$ cat src/design/cslr_pkg.sv
`default_nettype none
// ---------------------------------------------------------------------------
// cslr_pkg: shared constants and types for the coordinate-seeded generator
// Holds the mixing constants, field widths, register indexes and the
// sequencer state types.
// ---------------------------------------------------------------------------
package cslr_pkg;

   localparam int XLEN            = 64;
   localparam int MAX_WIDTH       = 31;
   localparam int DRAW_SHIFT      = 24;
   localparam int DRAW_BITS       = XLEN - DRAW_SHIFT;
   localparam int CSR_INDEX_WIDTH = 1;

   localparam logic [XLEN-1:0] MUL_A = 64'h5851_F42D_4C95_7F2D;
   localparam logic [XLEN-1:0] ADD_C = 64'h1405_7B7E_F767_814F;

   localparam logic [CSR_INDEX_WIDTH-1:0] CSR_WORLD_SEED = 1'd0;
   localparam logic [CSR_INDEX_WIDTH-1:0] CSR_LAYER_SALT = 1'd1;

   // Index of the final round of each mixing chain.
   localparam logic [1:0] SEED_LAST   = 2'd2;
   localparam logic [1:0] RESEED_LAST = 2'd3;

   typedef enum logic [2:0] {
      ST_IDLE,
      ST_SALT,
      ST_SEED,
      ST_RESEED,
      ST_DRAW,
      ST_OUT
   } state_type;

   // Steps of one 64-bit product in the mixing unit.
   typedef enum logic [2:0] {
      SUB_LL,
      SUB_LH,
      SUB_HL,
      SUB_ACC,
      SUB_FIN
   } mix_step_type;

endpackage
`default_nettype wire

$ cat src/design/cslr_if.sv
`default_nettype none
// ---------------------------------------------------------------------------
// cslr_if: request and response channels
// Valid/ready channels carrying a request item and a drawn value.
// ---------------------------------------------------------------------------
interface cslr_req_if;
   import cslr_pkg::*;

   logic                                valid;
   logic                                ready;
   logic                                action;
   logic signed [XLEN-1:0]              pos_x;
   logic signed [XLEN-1:0]              pos_y;
   logic        [MAX_WIDTH-1:0]         max_value;

   modport source (output valid, output action, output pos_x, output pos_y,
                   output max_value, input ready);
   modport sink   (input valid, input action, input pos_x, input pos_y,
                   input max_value, output ready);
endinterface

interface cslr_rsp_if;
   import cslr_pkg::*;

   logic                  valid;
   logic                  ready;
   logic [MAX_WIDTH-1:0]  value;

   modport source (output valid, output value, input ready);
   modport sink   (input valid, input value, output ready);
endinterface
`default_nettype wire

$ cat src/design/cslr_mix.sv
`default_nettype none
// ---------------------------------------------------------------------------
// cslr_mix: iterative mixing unit
// Computes v * (v * A + C) + addend modulo 2^64 with one 32x32 multiplier,
// three partial products per 64-bit product.
// ---------------------------------------------------------------------------
module cslr_mix (
   input  wire logic                      clock,
   input  wire logic                      reset,
   input  wire logic                      start,
   input  wire logic [cslr_pkg::XLEN-1:0] v,
   input  wire logic [cslr_pkg::XLEN-1:0] addend,
   output logic                           done,
   output logic [cslr_pkg::XLEN-1:0]      result
);
   import cslr_pkg::*;

   localparam int HALF = XLEN / 2;

   mix_step_type    sub_ff, sub_in;
   logic            phase_ff, phase_in;
   logic            busy_ff, busy_in;
   logic            done_ff, done_in;
   logic [XLEN-1:0] x_ff, x_in;
   logic [XLEN-1:0] y_ff, y_in;
   logic [XLEN-1:0] add_ff, add_in;
   logic [XLEN-1:0] acc_ff, acc_in;
   logic [XLEN-1:0] mul_ff, mul_in;
   logic [XLEN-1:0] res_ff, res_in;

   logic [HALF-1:0] mul_a;
   logic [HALF-1:0] mul_b;
   logic [XLEN-1:0] add_op;
   logic [XLEN-1:0] sum;

   // Only the low 64 bits of each product matter, so the high-by-high
   // partial product is never formed.
   assign mul_a  = (sub_ff == SUB_HL) ? x_ff[XLEN-1:HALF] : x_ff[HALF-1:0];
   assign mul_b  = (sub_ff == SUB_LH) ? y_ff[XLEN-1:HALF] : y_ff[HALF-1:0];
   assign mul_in = mul_a * mul_b;

   always_comb begin
      if (sub_ff == SUB_FIN) begin
         add_op = phase_ff ? add_ff : ADD_C;
      end else begin
         add_op = {mul_ff[HALF-1:0], {HALF{1'b0}}};
      end
   end

   assign sum = acc_ff + add_op;

   // Next step.
   always_comb begin
      sub_in = sub_ff;
      if (start) begin
         sub_in = SUB_LL;
      end else if (busy_ff) begin
         case (sub_ff)
            SUB_LL:  sub_in = SUB_LH;
            SUB_LH:  sub_in = SUB_HL;
            SUB_HL:  sub_in = SUB_ACC;
            SUB_ACC: sub_in = SUB_FIN;
            SUB_FIN: sub_in = SUB_LL;
            default: sub_in = SUB_LL;
         endcase
      end
   end

   always_comb begin
      phase_in = phase_ff;
      busy_in  = busy_ff;
      done_in  = 1'b0;
      x_in     = x_ff;
      y_in     = y_ff;
      add_in   = add_ff;
      acc_in   = acc_ff;
      res_in   = res_ff;
      if (start) begin
         x_in     = v;
         y_in     = MUL_A;
         add_in   = addend;
         phase_in = 1'b0;
         busy_in  = 1'b1;
      end else if (busy_ff) begin
         case (sub_ff)
            SUB_LL: begin
               acc_in = acc_ff;
            end
            SUB_LH: begin
               acc_in = mul_ff;
            end
            SUB_HL: begin
               acc_in = sum;
            end
            SUB_ACC: begin
               acc_in = sum;
            end
            SUB_FIN: begin
               if (!phase_ff) begin
                  // The first product plus C becomes the second multiplicand.
                  y_in     = sum;
                  phase_in = 1'b1;
               end else begin
                  res_in  = sum;
                  busy_in = 1'b0;
                  done_in = 1'b1;
               end
            end
            default: begin
               busy_in = 1'b0;
            end
         endcase
      end
   end

   always_ff @(posedge clock) begin
      if (reset) begin
         busy_ff <= 1'b0;
         done_ff <= 1'b0;
      end else begin
         busy_ff <= busy_in;
         done_ff <= done_in;
      end
   end

   always_ff @(posedge clock) begin
      sub_ff   <= sub_in;
      phase_ff <= phase_in;
      x_ff     <= x_in;
      y_ff     <= y_in;
      add_ff   <= add_in;
      acc_ff   <= acc_in;
      mul_ff   <= mul_in;
      res_ff   <= res_in;
   end

   assign done   = done_ff;
   assign result = res_ff;

endmodule
`default_nettype wire

$ cat src/design/cslr_rem.sv
`default_nettype none
// ---------------------------------------------------------------------------
// cslr_rem: bit-serial remainder unit
// Restoring division of the drawn magnitude by the bound, one dividend bit
// per cycle; only the remainder is kept.
// ---------------------------------------------------------------------------
module cslr_rem (
   input  wire logic                           clock,
   input  wire logic                           reset,
   input  wire logic                           start,
   input  wire logic [cslr_pkg::DRAW_BITS-1:0] dividend,
   input  wire logic [cslr_pkg::MAX_WIDTH-1:0] divisor,
   output logic                                busy,
   output logic [cslr_pkg::MAX_WIDTH-1:0]      remainder
);
   import cslr_pkg::*;

   localparam int COUNT_WIDTH = $clog2(DRAW_BITS);

   logic [DRAW_BITS-1:0]   num_ff, num_in;
   logic [MAX_WIDTH-1:0]   div_ff, div_in;
   logic [MAX_WIDTH-1:0]   rem_ff, rem_in;
   logic [COUNT_WIDTH-1:0] count_ff, count_in;
   logic                   busy_ff, busy_in;

   logic [MAX_WIDTH:0]     trial;
   logic [MAX_WIDTH+1:0]   diff;

   assign trial = {rem_ff, num_ff[DRAW_BITS-1]};
   assign diff  = {1'b0, trial} - {2'b00, div_ff};

   always_comb begin
      num_in   = num_ff;
      div_in   = div_ff;
      rem_in   = rem_ff;
      count_in = count_ff;
      busy_in  = busy_ff;
      if (start) begin
         num_in   = dividend;
         div_in   = divisor;
         rem_in   = '0;
         count_in = '0;
         busy_in  = 1'b1;
      end else if (busy_ff) begin
         num_in = {num_ff[DRAW_BITS-2:0], 1'b0};
         // A clear top bit of the difference means the divisor fits.
         if (!diff[MAX_WIDTH+1]) begin
            rem_in = diff[MAX_WIDTH-1:0];
         end else begin
            rem_in = trial[MAX_WIDTH-1:0];
         end
         count_in = count_ff + 1'b1;
         if (count_ff == COUNT_WIDTH'(DRAW_BITS - 1)) begin
            busy_in = 1'b0;
         end
      end
   end

   always_ff @(posedge clock) begin
      if (reset) begin
         busy_ff <= 1'b0;
      end else begin
         busy_ff <= busy_in;
      end
   end

   always_ff @(posedge clock) begin
      num_ff   <= num_in;
      div_ff   <= div_in;
      rem_ff   <= rem_in;
      count_ff <= count_in;
   end

   assign busy      = busy_ff;
   assign remainder = rem_ff;

endmodule
`default_nettype wire

$ cat src/design/coordinate_seeded_lcg_random.sv
`default_nettype none
// Position request: four mix rounds; ready again once the last round has completed.
// Draw request: the value is set by the 40-step remainder unit, with the mix beside it;
// ready again in the cycle the value turns valid, unless a value waits.
// One request at a time: a new request is taken only once the last one is through.
// A register write restarts the seed chain: six mix rounds.
// Synchronous reset clears all seeds and the running value to zero.
// ---------------------------------------------------------------------------
// coordinate_seeded_lcg_random: position-seeded pseudo-random generator
// A small sequencer drives a shared 64-bit mixing unit and a remainder unit
// to derive layer seeds, reseed from coordinates and draw bounded values.
// ---------------------------------------------------------------------------
module coordinate_seeded_lcg_random (
   input  wire logic                                 clock,
   input  wire logic                                 reset,
   cslr_req_if.sink                                  req_chan,
   cslr_rsp_if.source                                rsp_chan,
   input  wire logic                                 csr_write_en,
   input  wire logic [cslr_pkg::CSR_INDEX_WIDTH-1:0] csr_index,
   input  wire logic [cslr_pkg::XLEN-1:0]            csr_wdata
);
   import cslr_pkg::*;

   state_type            state_ff, state_in;
   logic [1:0]           round_ff, round_in;
   logic                 launch_ff, launch_in;
   logic                 mix_got_ff, mix_got_in;
   logic                 rsp_valid_ff, rsp_valid_in;
   logic [XLEN-1:0]      world_seed_ff, world_seed_in;
   logic [XLEN-1:0]      layer_salt_ff, layer_salt_in;
   logic [XLEN-1:0]      mixed_salt_ff, mixed_salt_in;
   logic [XLEN-1:0]      layer_seed_ff, layer_seed_in;
   logic [XLEN-1:0]      running_ff, running_in;
   logic [XLEN-1:0]      work_ff, work_in;
   logic [XLEN-1:0]      pos_x_ff, pos_x_in;
   logic [XLEN-1:0]      pos_y_ff, pos_y_in;
   logic [MAX_WIDTH-1:0] max_ff, max_in;
   logic                 sign_ff, sign_in;
   logic [MAX_WIDTH-1:0] value_ff, value_in;

   logic                 req_accept;
   logic                 req_ready;
   logic                 mix_start;
   logic                 mix_done;
   logic                 mix_take;
   logic [XLEN-1:0]      mix_addend;
   logic [XLEN-1:0]      mix_res;
   logic                 rem_start;
   logic                 rem_busy;
   logic [MAX_WIDTH-1:0] rem_res;
   logic [DRAW_BITS-1:0] draw_t;
   logic [DRAW_BITS-1:0] draw_mag;
   logic [MAX_WIDTH-1:0] draw_value;
   logic                 rsp_free;

   assign req_accept = req_chan.valid && req_ready;
   // A completion that lands while a restart is pending belongs to an
   // abandoned mix and is dropped.
   assign mix_take   = mix_done && !launch_ff;
   assign rsp_free   = !rsp_valid_ff || rsp_chan.ready;

   assign draw_t   = running_ff[XLEN-1:DRAW_SHIFT];
   assign draw_mag = running_ff[XLEN-1] ? (~draw_t + 1'b1) : draw_t;

   always_comb begin
      if (max_ff == '0) begin
         draw_value = '0;
      end else if (sign_ff && (rem_res != '0)) begin
         draw_value = max_ff - rem_res;
      end else begin
         draw_value = rem_res;
      end
   end

   // Next state.
   always_comb begin
      state_in = state_ff;
      if (csr_write_en) begin
         state_in = ST_SALT;
      end else begin
         case (state_ff)
            ST_IDLE: begin
               if (req_accept) begin
                  state_in = req_chan.action ? ST_DRAW : ST_RESEED;
               end
            end
            ST_SALT: begin
               if (mix_take && (round_ff == SEED_LAST)) begin
                  state_in = ST_SEED;
               end
            end
            ST_SEED: begin
               if (mix_take && (round_ff == SEED_LAST)) begin
                  state_in = ST_IDLE;
               end
            end
            ST_RESEED: begin
               if (mix_take && (round_ff == RESEED_LAST)) begin
                  state_in = ST_IDLE;
               end
            end
            ST_DRAW: begin
               if (mix_got_ff && !rem_busy) begin
                  state_in = ST_OUT;
               end
            end
            ST_OUT: begin
               if (rsp_free) begin
                  state_in = ST_IDLE;
               end
            end
            default: begin
               state_in = ST_IDLE;
            end
         endcase
      end
   end

   // Sequencer outputs.
   always_comb begin
      req_ready  = (state_ff == ST_IDLE) && !csr_write_en;
      mix_start  = launch_ff;
      rem_start  = req_accept && req_chan.action;
      case (state_ff)
         ST_SALT:   mix_addend = layer_salt_ff;
         ST_SEED:   mix_addend = mixed_salt_ff;
         ST_RESEED: mix_addend = round_ff[0] ? pos_y_ff : pos_x_ff;
         default:   mix_addend = layer_seed_ff;
      endcase
   end

   // Datapath next values.
   always_comb begin
      round_in      = round_ff;
      launch_in     = 1'b0;
      mix_got_in    = mix_got_ff;
      world_seed_in = world_seed_ff;
      layer_salt_in = layer_salt_ff;
      mixed_salt_in = mixed_salt_ff;
      layer_seed_in = layer_seed_ff;
      running_in    = running_ff;
      work_in       = work_ff;
      pos_x_in      = pos_x_ff;
      pos_y_in      = pos_y_ff;
      max_in        = max_ff;
      sign_in       = sign_ff;
      if (csr_write_en) begin
         work_in = layer_salt_ff;
         case (csr_index)
            CSR_WORLD_SEED: begin
               world_seed_in = csr_wdata;
            end
            CSR_LAYER_SALT: begin
               layer_salt_in = csr_wdata;
               work_in       = csr_wdata;
            end
            default: begin
               work_in = layer_salt_ff;
            end
         endcase
         round_in  = '0;
         launch_in = 1'b1;
      end else begin
         case (state_ff)
            ST_IDLE: begin
               if (req_accept) begin
                  pos_x_in   = req_chan.pos_x;
                  pos_y_in   = req_chan.pos_y;
                  max_in     = req_chan.max_value;
                  sign_in    = running_ff[XLEN-1];
                  mix_got_in = 1'b0;
                  round_in   = '0;
                  launch_in  = 1'b1;
                  work_in    = req_chan.action ? running_ff : layer_seed_ff;
               end
            end
            ST_SALT: begin
               if (mix_take) begin
                  launch_in = 1'b1;
                  if (round_ff == SEED_LAST) begin
                     mixed_salt_in = mix_res;
                     work_in       = world_seed_ff;
                     round_in      = '0;
                  end else begin
                     work_in  = mix_res;
                     round_in = round_ff + 1'b1;
                  end
               end
            end
            ST_SEED: begin
               if (mix_take) begin
                  work_in  = mix_res;
                  round_in = round_ff + 1'b1;
                  if (round_ff == SEED_LAST) begin
                     layer_seed_in = mix_res;
                  end else begin
                     launch_in = 1'b1;
                  end
               end
            end
            ST_RESEED: begin
               if (mix_take) begin
                  work_in  = mix_res;
                  round_in = round_ff + 1'b1;
                  if (round_ff == RESEED_LAST) begin
                     running_in = mix_res;
                  end else begin
                     launch_in = 1'b1;
                  end
               end
            end
            ST_DRAW: begin
               if (mix_take) begin
                  running_in = mix_res;
                  mix_got_in = 1'b1;
               end
            end
            default: begin
               mix_got_in = mix_got_ff;
            end
         endcase
      end
   end

   // The response register frees the sequencer once a value is handed over.
   always_comb begin
      rsp_valid_in = rsp_valid_ff && !rsp_chan.ready;
      value_in     = value_ff;
      if ((state_ff == ST_OUT) && rsp_free) begin
         rsp_valid_in = 1'b1;
         value_in     = draw_value;
      end
   end

   always_ff @(posedge clock) begin
      if (reset) begin
         state_ff      <= ST_IDLE;
         round_ff      <= '0;
         launch_ff     <= 1'b0;
         mix_got_ff    <= 1'b0;
         rsp_valid_ff  <= 1'b0;
         world_seed_ff <= '0;
         layer_salt_ff <= '0;
         mixed_salt_ff <= '0;
         layer_seed_ff <= '0;
         running_ff    <= '0;
      end else begin
         state_ff      <= state_in;
         round_ff      <= round_in;
         launch_ff     <= launch_in;
         mix_got_ff    <= mix_got_in;
         rsp_valid_ff  <= rsp_valid_in;
         world_seed_ff <= world_seed_in;
         layer_salt_ff <= layer_salt_in;
         mixed_salt_ff <= mixed_salt_in;
         layer_seed_ff <= layer_seed_in;
         running_ff    <= running_in;
      end
   end

   always_ff @(posedge clock) begin
      work_ff  <= work_in;
      pos_x_ff <= pos_x_in;
      pos_y_ff <= pos_y_in;
      max_ff   <= max_in;
      sign_ff  <= sign_in;
      value_ff <= value_in;
   end

   cslr_mix u_mix (
      .clock  (clock),
      .reset  (reset),
      .start  (mix_start),
      .v      (work_ff),
      .addend (mix_addend),
      .done   (mix_done),
      .result (mix_res)
   );

   cslr_rem u_rem (
      .clock     (clock),
      .reset     (reset),
      .start     (rem_start),
      .dividend  (draw_mag),
      .divisor   (req_chan.max_value),
      .busy      (rem_busy),
      .remainder (rem_res)
   );

   assign req_chan.ready = req_ready;
   assign rsp_chan.valid = rsp_valid_ff;
   assign rsp_chan.value = value_ff;

endmodule
`default_nettype wire

$ cat src/flat_wrapper.sv
// flat-port wrapper written by rule: the top's interface ports become plain ports
module coordinate_seeded_lcg_random_flat import cslr_pkg::*;
  (clock, reset, csr_write_en, csr_index, csr_wdata, req_chan_valid, req_chan_action, req_chan_pos_x, req_chan_pos_y, req_chan_max_value, req_chan_ready, rsp_chan_valid, rsp_chan_value, rsp_chan_ready);
  cslr_req_if req_chan_i ();
  cslr_rsp_if rsp_chan_i ();
  input  wire logic clock;
  input  wire logic reset;
  input  wire logic csr_write_en;
  input  wire logic [cslr_pkg::CSR_INDEX_WIDTH-1:0] csr_index;
  input  wire logic [cslr_pkg::XLEN-1:0] csr_wdata;
  input wire logic [$bits(req_chan_i.valid)-1:0] req_chan_valid;
  input wire logic [$bits(req_chan_i.action)-1:0] req_chan_action;
  input wire logic [$bits(req_chan_i.pos_x)-1:0] req_chan_pos_x;
  input wire logic [$bits(req_chan_i.pos_y)-1:0] req_chan_pos_y;
  input wire logic [$bits(req_chan_i.max_value)-1:0] req_chan_max_value;
  output wire logic [$bits(req_chan_i.ready)-1:0] req_chan_ready;
  output wire logic [$bits(rsp_chan_i.valid)-1:0] rsp_chan_valid;
  output wire logic [$bits(rsp_chan_i.value)-1:0] rsp_chan_value;
  input wire logic [$bits(rsp_chan_i.ready)-1:0] rsp_chan_ready;
  assign req_chan_i.valid = req_chan_valid;
  assign req_chan_i.action = req_chan_action;
  assign req_chan_i.pos_x = req_chan_pos_x;
  assign req_chan_i.pos_y = req_chan_pos_y;
  assign req_chan_i.max_value = req_chan_max_value;
  assign req_chan_ready = req_chan_i.ready;
  assign rsp_chan_valid = rsp_chan_i.valid;
  assign rsp_chan_value = rsp_chan_i.value;
  assign rsp_chan_i.ready = rsp_chan_ready;
  coordinate_seeded_lcg_random u_core (.clock(clock), .reset(reset), .req_chan(req_chan_i), .rsp_chan(rsp_chan_i), .csr_write_en(csr_write_en), .csr_index(csr_index), .csr_wdata(csr_wdata));
endmodule
$ cat config.mk
export PLATFORM = sky130hd
export DESIGN_NAME = coordinate_seeded_lcg_random_flat
export DESIGN_NICKNAME = d
export VERILOG_FILES = /design/src/design/cslr_pkg.sv /design/src/design/cslr_if.sv /design/src/design/cslr_mix.sv /design/src/design/cslr_rem.sv /design/src/design/coordinate_seeded_lcg_random.sv /design/src/flat_wrapper.sv
export SDC_FILE = /design/constraint.sdc
export NUM_CORES = 2
export LEC_CHECK = 0
export BUFFER_PORTS_ARGS = -buffer_cell sky130_fd_sc_hd__buf_2
export CORE_UTILIZATION = 32
export CTS_CLUSTER_SIZE = 28
export DETAILED_ROUTE_END_ITERATION = 12
export PLACE_DENSITY = 0.57
export RECOVER_POWER = 50
export SKIP_LAST_GASP = 1
export SLEW_MARGIN = 25
export SYNTH_ARGS = -nofsm -noshare
export SYNTH_HDL_FRONTEND = slang
export SYNTH_SLANG_ARGS = --single-unit
export TNS_END_PERCENT = 10
$ cat constraint.sdc
create_clock -name clock -period 27.3 [get_ports clock]
set_clock_uncertainty 0.1 [all_clocks]
set_input_delay 5.46 -clock clock [delete_from_list [all_inputs] [get_ports clock]]
set_output_delay 5.46 -clock clock [all_outputs]
set_load 0.01 [all_outputs]
==> flow_metrics.py <==
metrics = {
    "logic_synthesis": {
        "synth-edff-count": 582,
        "post_synth_inst_count": 8944,
        "syn_area_per_cell_um2": 9.29,
        "synth_area_leaders": "sky130_fd_sc_hd__fa_1, sky130_fd_sc_hd__edfxtp_1, sky130_fd_sc_hd__dfxtp_1",
        "postSynth.topFlopCell": "sky130_fd_sc_hd__edfxtp_1",
        "post-synth-top-area-cell": "sky130_fd_sc_hd__fa_1",
        "synth_seq_cells": 1082,
        "ys_types": 69,
        "seq_area_frac_synth_pct": 33.1,
        "syn_nets": 10466,
        "synth.top_cell.area_share_pct": 21.7,
        "synth-async-reset-ratio_pct": 0,
        "mappedNetlistArea_um2": 83100,
        "yosysWarnings": 0,
    },
    "sta": {
        "min_period_over_period_pct": 48.3,
        "post_route_setup_tns_ps": 0,
        "grt_setup_unrepaired": "false",
        "tightest_slew_ps": 7330,
        "finalSetupViolations": 0,
        "final_hold_violation_count": 0,
        "setup_ws_ps": 14120,
        "highest_clock_rate_ghz": 0.0759,
        "timing.final.crit_period_ps": 13180,
        "timing.max_slew.rel_slack_pct": -389,
        "slew_viol_final": 1101,
        "hold_slack_ps": 326,
    },
    "cts": {
        "clkSinkCount": 1082,
        "cts.root.buffer_cell": "sky130_fd_sc_hd__clkbuf_16",
        "cts.htree.levels": 3,
        "worst_setup_hold_path_clk_slew_ps": 70,
        "clk-insertion-delay-late_ps": 780,
        "cts_repair_resize_count": 0,
        "post_cts_hold_buffer_count": 0,
        "cts_post_setup_buffers_inserted": 0,
        "cts_tree": "yes",
        "cts-buffers-inserted": 114,
        "clock_path_buffers": 3,
    },
    "setup_path": {
        "timing.critical_path.slowest_cell_delay_ps": 2060,
        "crit_path_end_kind": "flip-flop",
        "worstPathMaxFanout": 48,
        "critPathRequiredTime_ps": 27820,
        "timing.critical_path.slowest_stage_cell": "sky130_fd_sc_hd__clkbuf_1",
        "reg2reg_depth": 29,
        "critPathArrivalTime_ps": 13700,
        "path_class": "flip-flop to flip-flop",
        "critical_path_startpoint_category": "flip-flop",
        "critical_path.most_common_cell": "sky130_fd_sc_hd__fa_1",
    },
    "status": {
        "run_status": "finished, violations left",
        "violations": "max-capacitance violations, max-slew violations",
    },
    "finish": {
        "layout.nets": 10448,
        "layout_common_cells": "sky130_fd_sc_hd__nand2_1, sky130_fd_sc_hd__inv_1, sky130_fd_sc_hd__fa_1, sky130_fd_sc_hd__nor2_1, sky130_fd_sc_hd__a21oi_1",
        "commonest_non_fill_non_tap_cell_in_the_layout": "sky130_fd_sc_hd__nand2_1",
        "layout_utilization_pct": 35.7,
        "fillCellCount": 25976,
        "drive_above_1_share_pct": 9.26,
        "area_delta_synth_final_pct": 10.6,
    },
    "route": {
        "detail_routed_net_length_per_standard_cell_um": 24.1,
        "vias_per_cell": 5.33,
        "routed_wirelength_mm": 299,
        "drc_errors": 0,
        "detailed_routing_iterations_pass_1": 6,
        "postRouteAntennaNets": 0,
        "detailroute.via_count": 66136,
        "drtIter0Drc": 6595,
    },
    "global_routing": {
        "globalRouteOverflowTotal": 0,
        "global_route.usage.total_pct": 22.5,
        "grt_start_max_net_pins": 141,
        "wire_length_of_the_first_global_routing_pass_mm": 441,
        "grtUsageMet2_pct": 35.2,
        "met3_usage_pct": 3.89,
        "grt_util_met1_pct": 31.3,
        "antenna_found_initial": 24,
        "grt_pass1_vias": 65511,
        "grt.busiest_layer": "met2",
    },
    "floorplan": {
        "core_area_um2": 258000,
        "dieArea_um2": 262000,
        "num_io_pins": 263,
        "initial_core_util_pct": 32.3,
        "number_of_cell_rows": 186,
        "fp.dieH_um": 512,
        "die_width_um": 512,
    },
    "placed_design": {
        "io_buffers": 262,
        "finalWeightedCongestion": 0.948,
        "pre_cts_slack_ps": 15260,
        "place_hpwl_mm": 223,
    },
    "flow_run": {
        "drv_cap": 23,
    },
    "min_path": {
        "holdCritPathClass": "flip-flop to flip-flop",
        "hold_path_depth": 0,
    },
}
==> critical path, delay by kind of cell (launching register included) <==
family          cells  cell delay [ps]
compound gates      6             2090
xor+xnor            1              170
fa+ha+maj           9             3670
buf+inv             6             3690
flops               1              400
mux                 1              460
simple gates        6             2370
==> layout make-up <==
| class | instances | area [um2] | area share, % |
|---|---|---|---|
| Antenna cell | 5 | 12.5 | 0.0136 |
| Timing Repair Buffer | 389 | 2200 | 2.39 |
| Sequential cell | 1082 | 27500 | 29.9 |
| Clock buffer | 149 | 3110 | 3.38 |
| Clock inverter | 67 | 798 | 0.869 |
| Inverter | 1025 | 3850 | 4.19 |
| Multi-Input combinational cell | 6314 | 50200 | 54.6 |
| Tap cell | 3384 | 4230 | 4.61 |
==> per-layer routing <==
layer | up-vias | wire length, um
met4 | 12 | 10600
met5 | - | 77
met3 | 467 | 25500
li1 | 29355 | -
met2 | 2979 | 134000
met1 | 33323 | 129000
==> through the flow <==
stage | cells | instance area [um2]
global placement | 12191 | 88100
floorplan | 8944 | 83100
global route | 12410 | 91900
detailed placement | 12193 | 88100
CTS | 12409 | 92000
finish | 12415 | 91900
==> path summary, 6_finish.rpt <==
path                          startpoint                 endpoint  slack [ps]
setup / recovery  u_core.u_mix.sub_ff[2]  u_core.u_mix.mul_ff[56]       14120
hold / removal         u_core.work_ff[5]     u_core.u_mix.x_ff[5]         330
setup reg to reg  u_core.u_mix.sub_ff[2]  u_core.u_mix.mul_ff[56]       14120
hold reg to reg        u_core.work_ff[5]     u_core.u_mix.x_ff[5]         330
==> cells in the mapped netlist (all sizes together) (9+ instances only) <==
master	instances
a21oi	669
xnor2	102
and3	35
a211o	9
mux2i	144
nor3	38
xor2	99
clkbuf	493
a21boi	9
a41oi	11
o22a	66
a21o	91
or3	17
dfxtp	500
and2	19
mux2	215
a211oi	45
ha	393
o21bai	29
inv	1022
nand2	1566
a31oi	30
o31ai	30
o21a	48
edfxtp	582
buf	30
nand4	51
fa	899
or4	14
o22ai	67
nand3	78
or2	16
nand2b	33
nor4	22
o211ai	43
nor2b	25
a22oi	59
nor2	890
o21ai	364
==> kinds of logic (layout without fill, tap and decap cells) <==
group                      count (synthesis)  in the layout  share of synthesized area (%)
and+or+nand+nor                         2834           2834                           13.9
AOI/OAI and AO/OA                       1628           1628                           11.7
buffers and inverters                   1548           1630                           6.99
adders and majority gates               1292           1292                           27.6
DFF                                     1082           1082                           33.1
muxes                                    359            359                           4.65
xor gates and xnor gates                 201            201                           2.12
other                                      0              5                              0
==> flip-flops by register name (all words and copies together), names as in the netlist, 3 cells and up <==
| register | count |
|---|---|
| u_core.u_mix.y_ff | 64 |
| u_core.u_mix.acc_ff | 64 |
| u_core.pos_x_ff | 64 |
| u_core.u_mix.x_ff | 64 |
| u_core.u_rem.count_ff | 6 |
| u_core.layer_seed_ff | 64 |
| u_core.u_rem.num_ff | 40 |
| u_core.u_rem.div_ff | 31 |
| u_core.running_ff | 64 |
| u_core.max_ff | 31 |
| u_core.rsp_chan.value | 31 |
| u_core.state_ff | 3 |
| u_core.u_mix.sub_ff | 3 |
| u_core.u_mix.add_ff | 64 |
| u_core.mixed_salt_ff | 64 |
| u_core.u_mix.result | 64 |
| u_core.layer_salt_ff | 64 |
| u_core.u_mix.mul_ff | 64 |
| u_core.work_ff | 64 |
| u_core.world_seed_ff | 64 |
| u_core.u_rem.remainder | 31 |
| u_core.pos_y_ff | 64 |
Power is left out: the tool's default activity adds up to more than one toggle a clock period on the data nets, which glitch-free logic cannot reach.
